$ cat src/rtl/core/nfc_pkg.sv
`timescale 1ns / 1ps
// ----------------------------------------------------------------------------
// nfc_pkg
// Shared types and codes of the nor flash command controller: command modes,
// bus status codes, unlock addresses and command bytes.
// ----------------------------------------------------------------------------
package nfc_pkg;

   localparam int MEM_BYTES_DEF    = 131072;
   localparam int SECTOR_BYTES_DEF = 16384;
   localparam int SECTOR_SHIFT_DEF = 16;

   localparam int ADDR_BITS = 24;
   localparam int DATA_BITS = 8;

   localparam logic CMD_READ  = 1'b0;
   localparam logic CMD_WRITE = 1'b1;

   localparam logic [1:0] ST_OK          = 2'd0;
   localparam logic [1:0] ST_UNMAPPED    = 2'd1;
   localparam logic [1:0] ST_UNPERMITTED = 2'd2;
   localparam logic [1:0] ST_REFUSED     = 2'd3;

   localparam logic [ADDR_BITS-1:0] UNLOCK_ADDR1 = 24'h000555;
   localparam logic [ADDR_BITS-1:0] UNLOCK_ADDR2 = 24'h0002AA;

   localparam logic [DATA_BITS-1:0] CODE_UNLOCK1    = 8'hAA;
   localparam logic [DATA_BITS-1:0] CODE_UNLOCK2    = 8'h55;
   localparam logic [DATA_BITS-1:0] CODE_AUTOSELECT = 8'h90;
   localparam logic [DATA_BITS-1:0] CODE_ERASE      = 8'h80;
   localparam logic [DATA_BITS-1:0] CODE_CHIP_ERASE = 8'h10;
   localparam logic [DATA_BITS-1:0] CODE_SECT_ERASE = 8'h30;
   localparam logic [DATA_BITS-1:0] CODE_PROGRAM    = 8'hA0;
   localparam logic [DATA_BITS-1:0] CODE_BYPASS     = 8'h20;
   localparam logic [DATA_BITS-1:0] CODE_EXIT       = 8'hF0;
   localparam logic [DATA_BITS-1:0] ERASED_BYTE     = 8'hFF;

   localparam logic [3:0] AUTOSEL_MANUFACTURER = 4'h0;
   localparam logic [3:0] AUTOSEL_DEVICE       = 4'h1;

   localparam logic REG_DEVICE_ID       = 1'b0;
   localparam logic REG_MANUFACTURER_ID = 1'b1;

   typedef enum logic [9:0] {
      MODE_READ         = 10'b0000000001,
      MODE_UNLOCK1      = 10'b0000000010,
      MODE_UNLOCK2      = 10'b0000000100,
      MODE_AUTOSELECT   = 10'b0000001000,
      MODE_PROGRAM      = 10'b0000010000,
      MODE_ERASE0       = 10'b0000100000,
      MODE_ERASE1       = 10'b0001000000,
      MODE_ERASE2       = 10'b0010000000,
      MODE_BYPASS       = 10'b0100000000,
      MODE_BYPASS_RESET = 10'b1000000000
   } mode_type;

   typedef struct packed {
      mode_type             next_mode;
      logic [1:0]           status;
      logic [DATA_BITS-1:0] read_data;
      logic                 do_program;
      logic                 chip_erase;
      logic                 sector_erase;
   } dec_type;

endpackage

$ cat src/rtl/core/nfc_cmd_decode.sv
`timescale 1ns / 1ps
// ----------------------------------------------------------------------------
// nfc_cmd_decode
// Command mode decoder: from the current mode and one bus beat it works out
// the next mode, the status, the read byte and the array action to take.
// ----------------------------------------------------------------------------
module nfc_cmd_decode
   import nfc_pkg::*;
(
   input  logic                 command,
   input  mode_type             mode,
   input  logic [ADDR_BITS-1:0] address,
   input  logic [DATA_BITS-1:0] write_data,
   input  logic                 in_range,
   input  logic [DATA_BITS-1:0] mem_data,
   input  logic [DATA_BITS-1:0] device_id,
   input  logic [DATA_BITS-1:0] manufacturer_id,
   output dec_type              dec
);

   logic at_addr1;
   logic at_addr2;

   assign at_addr1 = (address == UNLOCK_ADDR1);
   assign at_addr2 = (address == UNLOCK_ADDR2);

   always_comb begin
      dec              = '0;
      dec.next_mode    = mode;
      dec.status       = ST_OK;
      dec.read_data    = '0;
      dec.do_program   = 1'b0;
      dec.chip_erase   = 1'b0;
      dec.sector_erase = 1'b0;
      if (command == CMD_READ) begin
         if (mode == MODE_AUTOSELECT) begin
            if (address[3:0] == AUTOSEL_MANUFACTURER) begin
               dec.read_data = manufacturer_id;
            end else if (address[3:0] == AUTOSEL_DEVICE) begin
               dec.read_data = device_id;
            end
         end else if (!in_range) begin
            dec.status = ST_UNMAPPED;
         end else begin
            dec.read_data = mem_data;
         end
      end else begin
         unique case (mode)
            MODE_READ: begin
               if (at_addr1 && write_data == CODE_UNLOCK1) begin
                  dec.next_mode = MODE_UNLOCK1;
               end else begin
                  dec.status = ST_UNPERMITTED;
               end
            end
            MODE_AUTOSELECT: begin
               if (write_data == CODE_EXIT) begin
                  dec.next_mode = MODE_READ;
               end
            end
            MODE_BYPASS: begin
               if (write_data == CODE_PROGRAM) begin
                  dec.next_mode = MODE_PROGRAM;
               end else if (write_data == CODE_AUTOSELECT) begin
                  dec.next_mode = MODE_BYPASS_RESET;
               end else begin
                  dec.next_mode = MODE_READ;
               end
            end
            MODE_BYPASS_RESET: begin
               dec.next_mode = MODE_READ;
            end
            MODE_ERASE0: begin
               dec.next_mode = (at_addr1 && write_data == CODE_UNLOCK1) ?
                               MODE_ERASE1 : MODE_READ;
            end
            MODE_ERASE1: begin
               dec.next_mode = (at_addr2 && write_data == CODE_UNLOCK2) ?
                               MODE_ERASE2 : MODE_READ;
            end
            MODE_ERASE2: begin
               dec.next_mode = MODE_READ;
               if (at_addr1 && write_data == CODE_CHIP_ERASE) begin
                  dec.chip_erase = 1'b1;
               end else if (write_data == CODE_SECT_ERASE) begin
                  dec.sector_erase = 1'b1;
               end
            end
            MODE_UNLOCK1: begin
               dec.next_mode = (at_addr2 && write_data == CODE_UNLOCK2) ?
                               MODE_UNLOCK2 : MODE_READ;
            end
            MODE_UNLOCK2: begin
               if (at_addr1 && write_data == CODE_AUTOSELECT) begin
                  dec.next_mode = MODE_AUTOSELECT;
               end else if (at_addr1 && write_data == CODE_PROGRAM) begin
                  dec.next_mode = MODE_PROGRAM;
               end else if (at_addr1 && write_data == CODE_ERASE) begin
                  dec.next_mode = MODE_ERASE0;
               end else if (at_addr1 && write_data == CODE_BYPASS) begin
                  dec.next_mode = MODE_BYPASS;
               end else begin
                  dec.next_mode = MODE_READ;
               end
            end
            MODE_PROGRAM: begin
               if (!in_range) begin
                  dec.status = ST_UNMAPPED;
               end else begin
                  dec.do_program = 1'b1;
                  dec.next_mode  = MODE_READ;
               end
            end
            default: begin
               dec.status = ST_REFUSED;
            end
         endcase
      end
   end

endmodule

$ cat config.mk
export PLATFORM = sky130hd
export DESIGN_NAME = nfc_cmd_decode
export DESIGN_NICKNAME = d
export VERILOG_FILES = /design/src/rtl/core/nfc_pkg.sv /design/src/rtl/core/nfc_cmd_decode.sv
export SDC_FILE = /design/constraint.sdc
export NUM_CORES = 1
export LEC_CHECK = 0
export ABC_AREA = 1
export BUFFER_PORTS_ARGS = -buffer_cell sky130_fd_sc_hd__buf_2
export CAP_MARGIN = 10
export CORE_MARGIN = 3
export CORE_UTILIZATION = 48
export DETAILED_ROUTE_END_ITERATION = 6
export PLACE_DENSITY = 0.95
export SYNTH_ARGS = -nofsm -noshare
export SYNTH_HDL_FRONTEND = slang
export SYNTH_SLANG_ARGS = --single-unit
export TNS_END_PERCENT = 30
$ cat constraint.sdc
create_clock -name vclk -period 3.9
set_clock_uncertainty 0.1 [all_clocks]
set_input_delay 0.195 -clock vclk [all_inputs]
set_output_delay 0.195 -clock vclk [all_outputs]
set_load 0.01 [all_outputs]
## Word level (Yosys, flattened, before mapping)

Index checks and enable logic that the tools add are counted.

| cells by class | value |
|---|---|
| bitwise gates (word level) | 0 |
| order comparisons | 0 |
| $mul | 0 |
| shifts and indexed selects | 0 |
| add/sub/neg operators | 0 |
| reduce and logical (&&, ||, !) cells | 10 |
| equality and inequality tests | 22 |
| div/mod/pow operators | 0 |
| mux-type cells | 31 |

Operators by type and width:

| operator | number |
|---|---|
| one-hot mux 10 bit (9 select lines) | 1 |
| 2-to-1 mux 10 bit | 6 |
| 2-to-1 mux 8 bit | 6 |
| == test 8 bit, second input constant | 5 |
| 2-to-1 mux 9 bit | 4 |
| == test 24 x 10 -> 1 bit, second input constant | 1 |
| == test 24 x 11 -> 1 bit, second input constant | 1 |
| == test 8 x 6 -> 1 bit, second input constant | 2 |
| == test 10 x 1 -> 1 bit, second input constant | 1 |
| == test 10 bit, second input constant | 1 |
| == test 10 x 2 -> 1 bit, second input constant | 1 |
| == test 10 x 3 -> 1 bit, second input constant | 1 |
| == test 10 x 4 -> 1 bit, second input constant | 1 |
| == test 10 x 5 -> 1 bit, second input constant | 1 |
| == test 10 x 6 -> 1 bit, second input constant | 1 |
| == test 10 x 7 -> 1 bit, second input constant | 1 |
| == test 10 x 8 -> 1 bit, second input constant | 1 |
| == test 10 x 9 -> 1 bit, second input constant | 1 |
| == test 8 x 5 -> 1 bit, second input constant | 1 |
| == test 8 x 7 -> 1 bit, second input constant | 1 |
| OR reduction 8 bit | 1 |
| logical AND 1 bit | 7 |
| 2-to-1 mux 1 bit | 7 |
| 2-to-1 mux 7 bit | 1 |
| 6 further kinds | 9 |

| word-level totals | value |
|---|---|
| bits in writable memories | 0 |
| word-level logic and storage cells | 63 |
| flip-flop bits (word level) | 0 |
| input port bits | 68 |
| bits in latches | 0 |
| memories kept | 0 |
| output and inout bits | 23 |
| ROM bits | 0 |

## Longest topological paths before layout

| depth | value |
|---|---|
| depth in word-level cells | 8 |
| mapped depth | 12 |
| gate-level depth less buffers | 12 |

## Worst setup path before layout

No wires, ideal clock.

| timing path | value |
|---|---|
| kind | input port to output port |
| start point | input port mode[4] |
| end point | output port dec[18] (netlist name) |
| stages | 12 |
| path slack | 2.344 ns |
| required time | 3.605 ns |
| arrival time | 1.261 ns |
| buffers on the path | 1 |
| cells stage by stage | nor2_2 nand2_4 nor2_2 nand2_1 nand2_1 nor2_1 nand2_2 nor2_4 nor2_4 buf_6 nand3b_1 nand2_1 |

RTL lines:

| element | RTL line | source |
|---|---|---|
| start: declaration | nfc_cmd_decode.sv:11 | `input mode_type mode,` |
| end: declaration | nfc_cmd_decode.sv:18 | `output dec_type dec` |

==> out/results.txt <==
status - finished clean
peak supply drop - 0.0592 mV
Synth Instances - 289
Worst Setup End Kind - primary output
Most common cell on crit path - nand2_1
Static Leakage - 1.14 nW
worst endpoint required time - 3610 ps
Initial Util - 52.7%
post-synth net total - 357
area of the multi-input gates - 1120 sq um
Total Negative Setup Slacks - 0 ps
vias after detailed routing - 2112
RSZ-0062 raised after global routing - false
Post-Syn Area - 1350 sq um
register area - 0 sq um
Seq cells - 0
initial antenna violation count - 0
Max Cap Violations - 0
Row Count - 18
Slew Viols, Final - 0
fillers - 257
Antenna Cells - 0
wire length per cell - 11.2 um
GRT Total Usage - 24.7%
Slew Limit Headroom - 69.7%
# hold bufs at CTS - 0
core area - 2570 sq um
Tmin final - 2070 ps
gp weighted congestion - 1.02
cell breakdown of the critical path - buf_2, nor2_2, nand2_4, nor2_2, nand2_1, nand2_1, nor2_1, nand2_2, nor2_4, nor2_4, nand3_1, nand2_1, inv_1, buf_2
post-synth top area cell - nand2_1
Fin. Hold Viols - 0
Congestion Overflow GR - 0
fin nets - 448
final cell count without fillers - 408
synth top area cells - nand2_1 (21%), nor2_1 (18%), inv_1 (14%), nand3_1 (7.8%), a21oi_1 (3.7%)
DRC violation count after routing - 0
syn avg cell area - 4.68 sq um
vias per cell - 5.18
top-area cell type share of the netlist area - 20.5%
max incr delay on CP - 260 ps
post-CTS setup buffer count - 0
f_max - 484 MHz
vias in the first global route - 1709
library cells used by synthesis - 29
1st-iter DRT viols - 153
area grow syn2layout - 35.2%
clock buffers - 0
# resized after CTS - 0
dpl hpwl - 4030 um
final setup violation count - 0
Pwr per Cell Area - 68.2 nW/um^2
Routed WL - 4570 um
Critical Path AT - 1770 ps
Die Span Y - 59.1 um
largest net degree at the start of global routing - 13
crit-path max FO - 12
placed cells - 408
ratio of cells with drive above 1 in the final layout - 31.2%
die width - 59.1 um
die footprint - 3490 sq um
Worst-Margin Slew - 454 ps
yosys warns - 0
register area share after synthesis - 0%
Antenna Nets Post-Route - 0
Slowest-stage cell, CP - nor2_4
critical path class - in -> out
# IOs - 91
PortBufs - 91
drt first pass iters - 6
crit start category - primary input
first-pass GRT wire length - 7100 um
worst hold path class - in -> out
Period Utilization, post-route - 53.0%
cells in the mapped netlist:
| master | count |
|---|---|
| nand2_4 | 1 |
| nor2_4 | 3 |
| inv_1 | 50 |
| buf_2 | 1 |
| nor2_2 | 6 |
| nand3_2 | 1 |
| and2_0 | 1 |
| o31ai_1 | 4 |
| nor3_4 | 1 |
| o211a_1 | 4 |
| inv_2 | 4 |
| a21oi_2 | 2 |
| inv_4 | 1 |
| o21ai_0 | 8 |
| nor2_1 | 64 |
| and3_1 | 1 |
| nand2_1 | 74 |
| clkinv_1 | 1 |
| nand2_2 | 5 |
| nor4_1 | 2 |
| nand3_4 | 1 |
| nand4_1 | 8 |
| nor3_1 | 6 |
| a21oi_1 | 10 |
| nand3b_1 | 5 |
| o21ai_1 | 1 |
| buf_6 | 1 |
| nand3_1 | 21 |
| o21ai_2 | 2 |
through the flow:
step / cell area (sq um) / util (%) / setup slack, ps / hold slack, ps / total power, mW
floorplan: 1350 / - / 2340 / 408 / 0.0614
CTS: 1830 / 71.2 / 1880 / 613 / 0.124
global route: 1830 / 71.2 / 1700 / 634 / 0.140
finish: 1830 / 71.2 / 1830 / 612 / 0.125
global placement: 1830 / 71.2 / 1890 / 607 / 0.121
detailed placement: 1830 / 71.2 / 1880 / 612 / 0.124
layout make-up:
type / instances / area share [%]
Multi-Input combinational cell: 231 / 61.4
Timing Repair Buffer: 91 / 24.9
Inverter: 56 / 11.6
Tap cell: 30 / 2.05
final timing paths:
check	startpoint	end	slack [ps]	cells past startpoint
setup / recovery	mode[4]	dec[13]	1830	14
hold / removal	mem_data[4]	dec[7]	610	4
power by group:
part | total, mW | leakage [nW] | internal (mW) | switching [mW]
sequential | 0 | 0 | 0 | 0
clock | 0 | 0 | 0 | 0
combinational | 0.125 | 1.14 | 0.0523 | 0.0725
metal layers:
layer  share of wire (%)  vias up  track usage (%)
met5                   0        -                0
met4                0.61        0             1.94
met3                  11        4             1.96
met2                  47      121             43.7
met1                  41      895             33.7
li1                    -     1092                -
cells by family (layout without fill, tap and decap cells):
group / Yosys count / count (layout) / synth area share [%]
AOI/OAI and AO/OA: 31 / 31 / 14.8
buffers and inverters: 58 / 147 / 16.9
and+or+nand+nor: 200 / 200 / 68.3
worst max-delay path: cells and delay by family:
| kind | cells | cell delay [ps] |
|---|---|---|
| buf+inv | 3 | 280 |
| simple gates | 11 | 1280 |
cell usage in the layout (no fill, tap or decap), types with 2 or more instances in the layout:
| cell type | n |
|---|---|
| inv_2 | 4 |
| a21oi_1 | 10 |
| o21ai_0 | 8 |
| nand3_1 | 21 |
| nor2_4 | 3 |
| buf_2 | 91 |
| nor4_1 | 2 |
| nand3b_1 | 5 |
| nand2_2 | 5 |
| inv_1 | 50 |
| nand4_1 | 8 |
| o21ai_2 | 2 |
| nor2_2 | 6 |
| o211a_1 | 4 |
| nand2_1 | 74 |
| nor2_1 | 64 |
| nor3_1 | 6 |
| o31ai_1 | 4 |
| a21oi_2 | 2 |
Note: power is estimated with default switching activity, not from simulation.
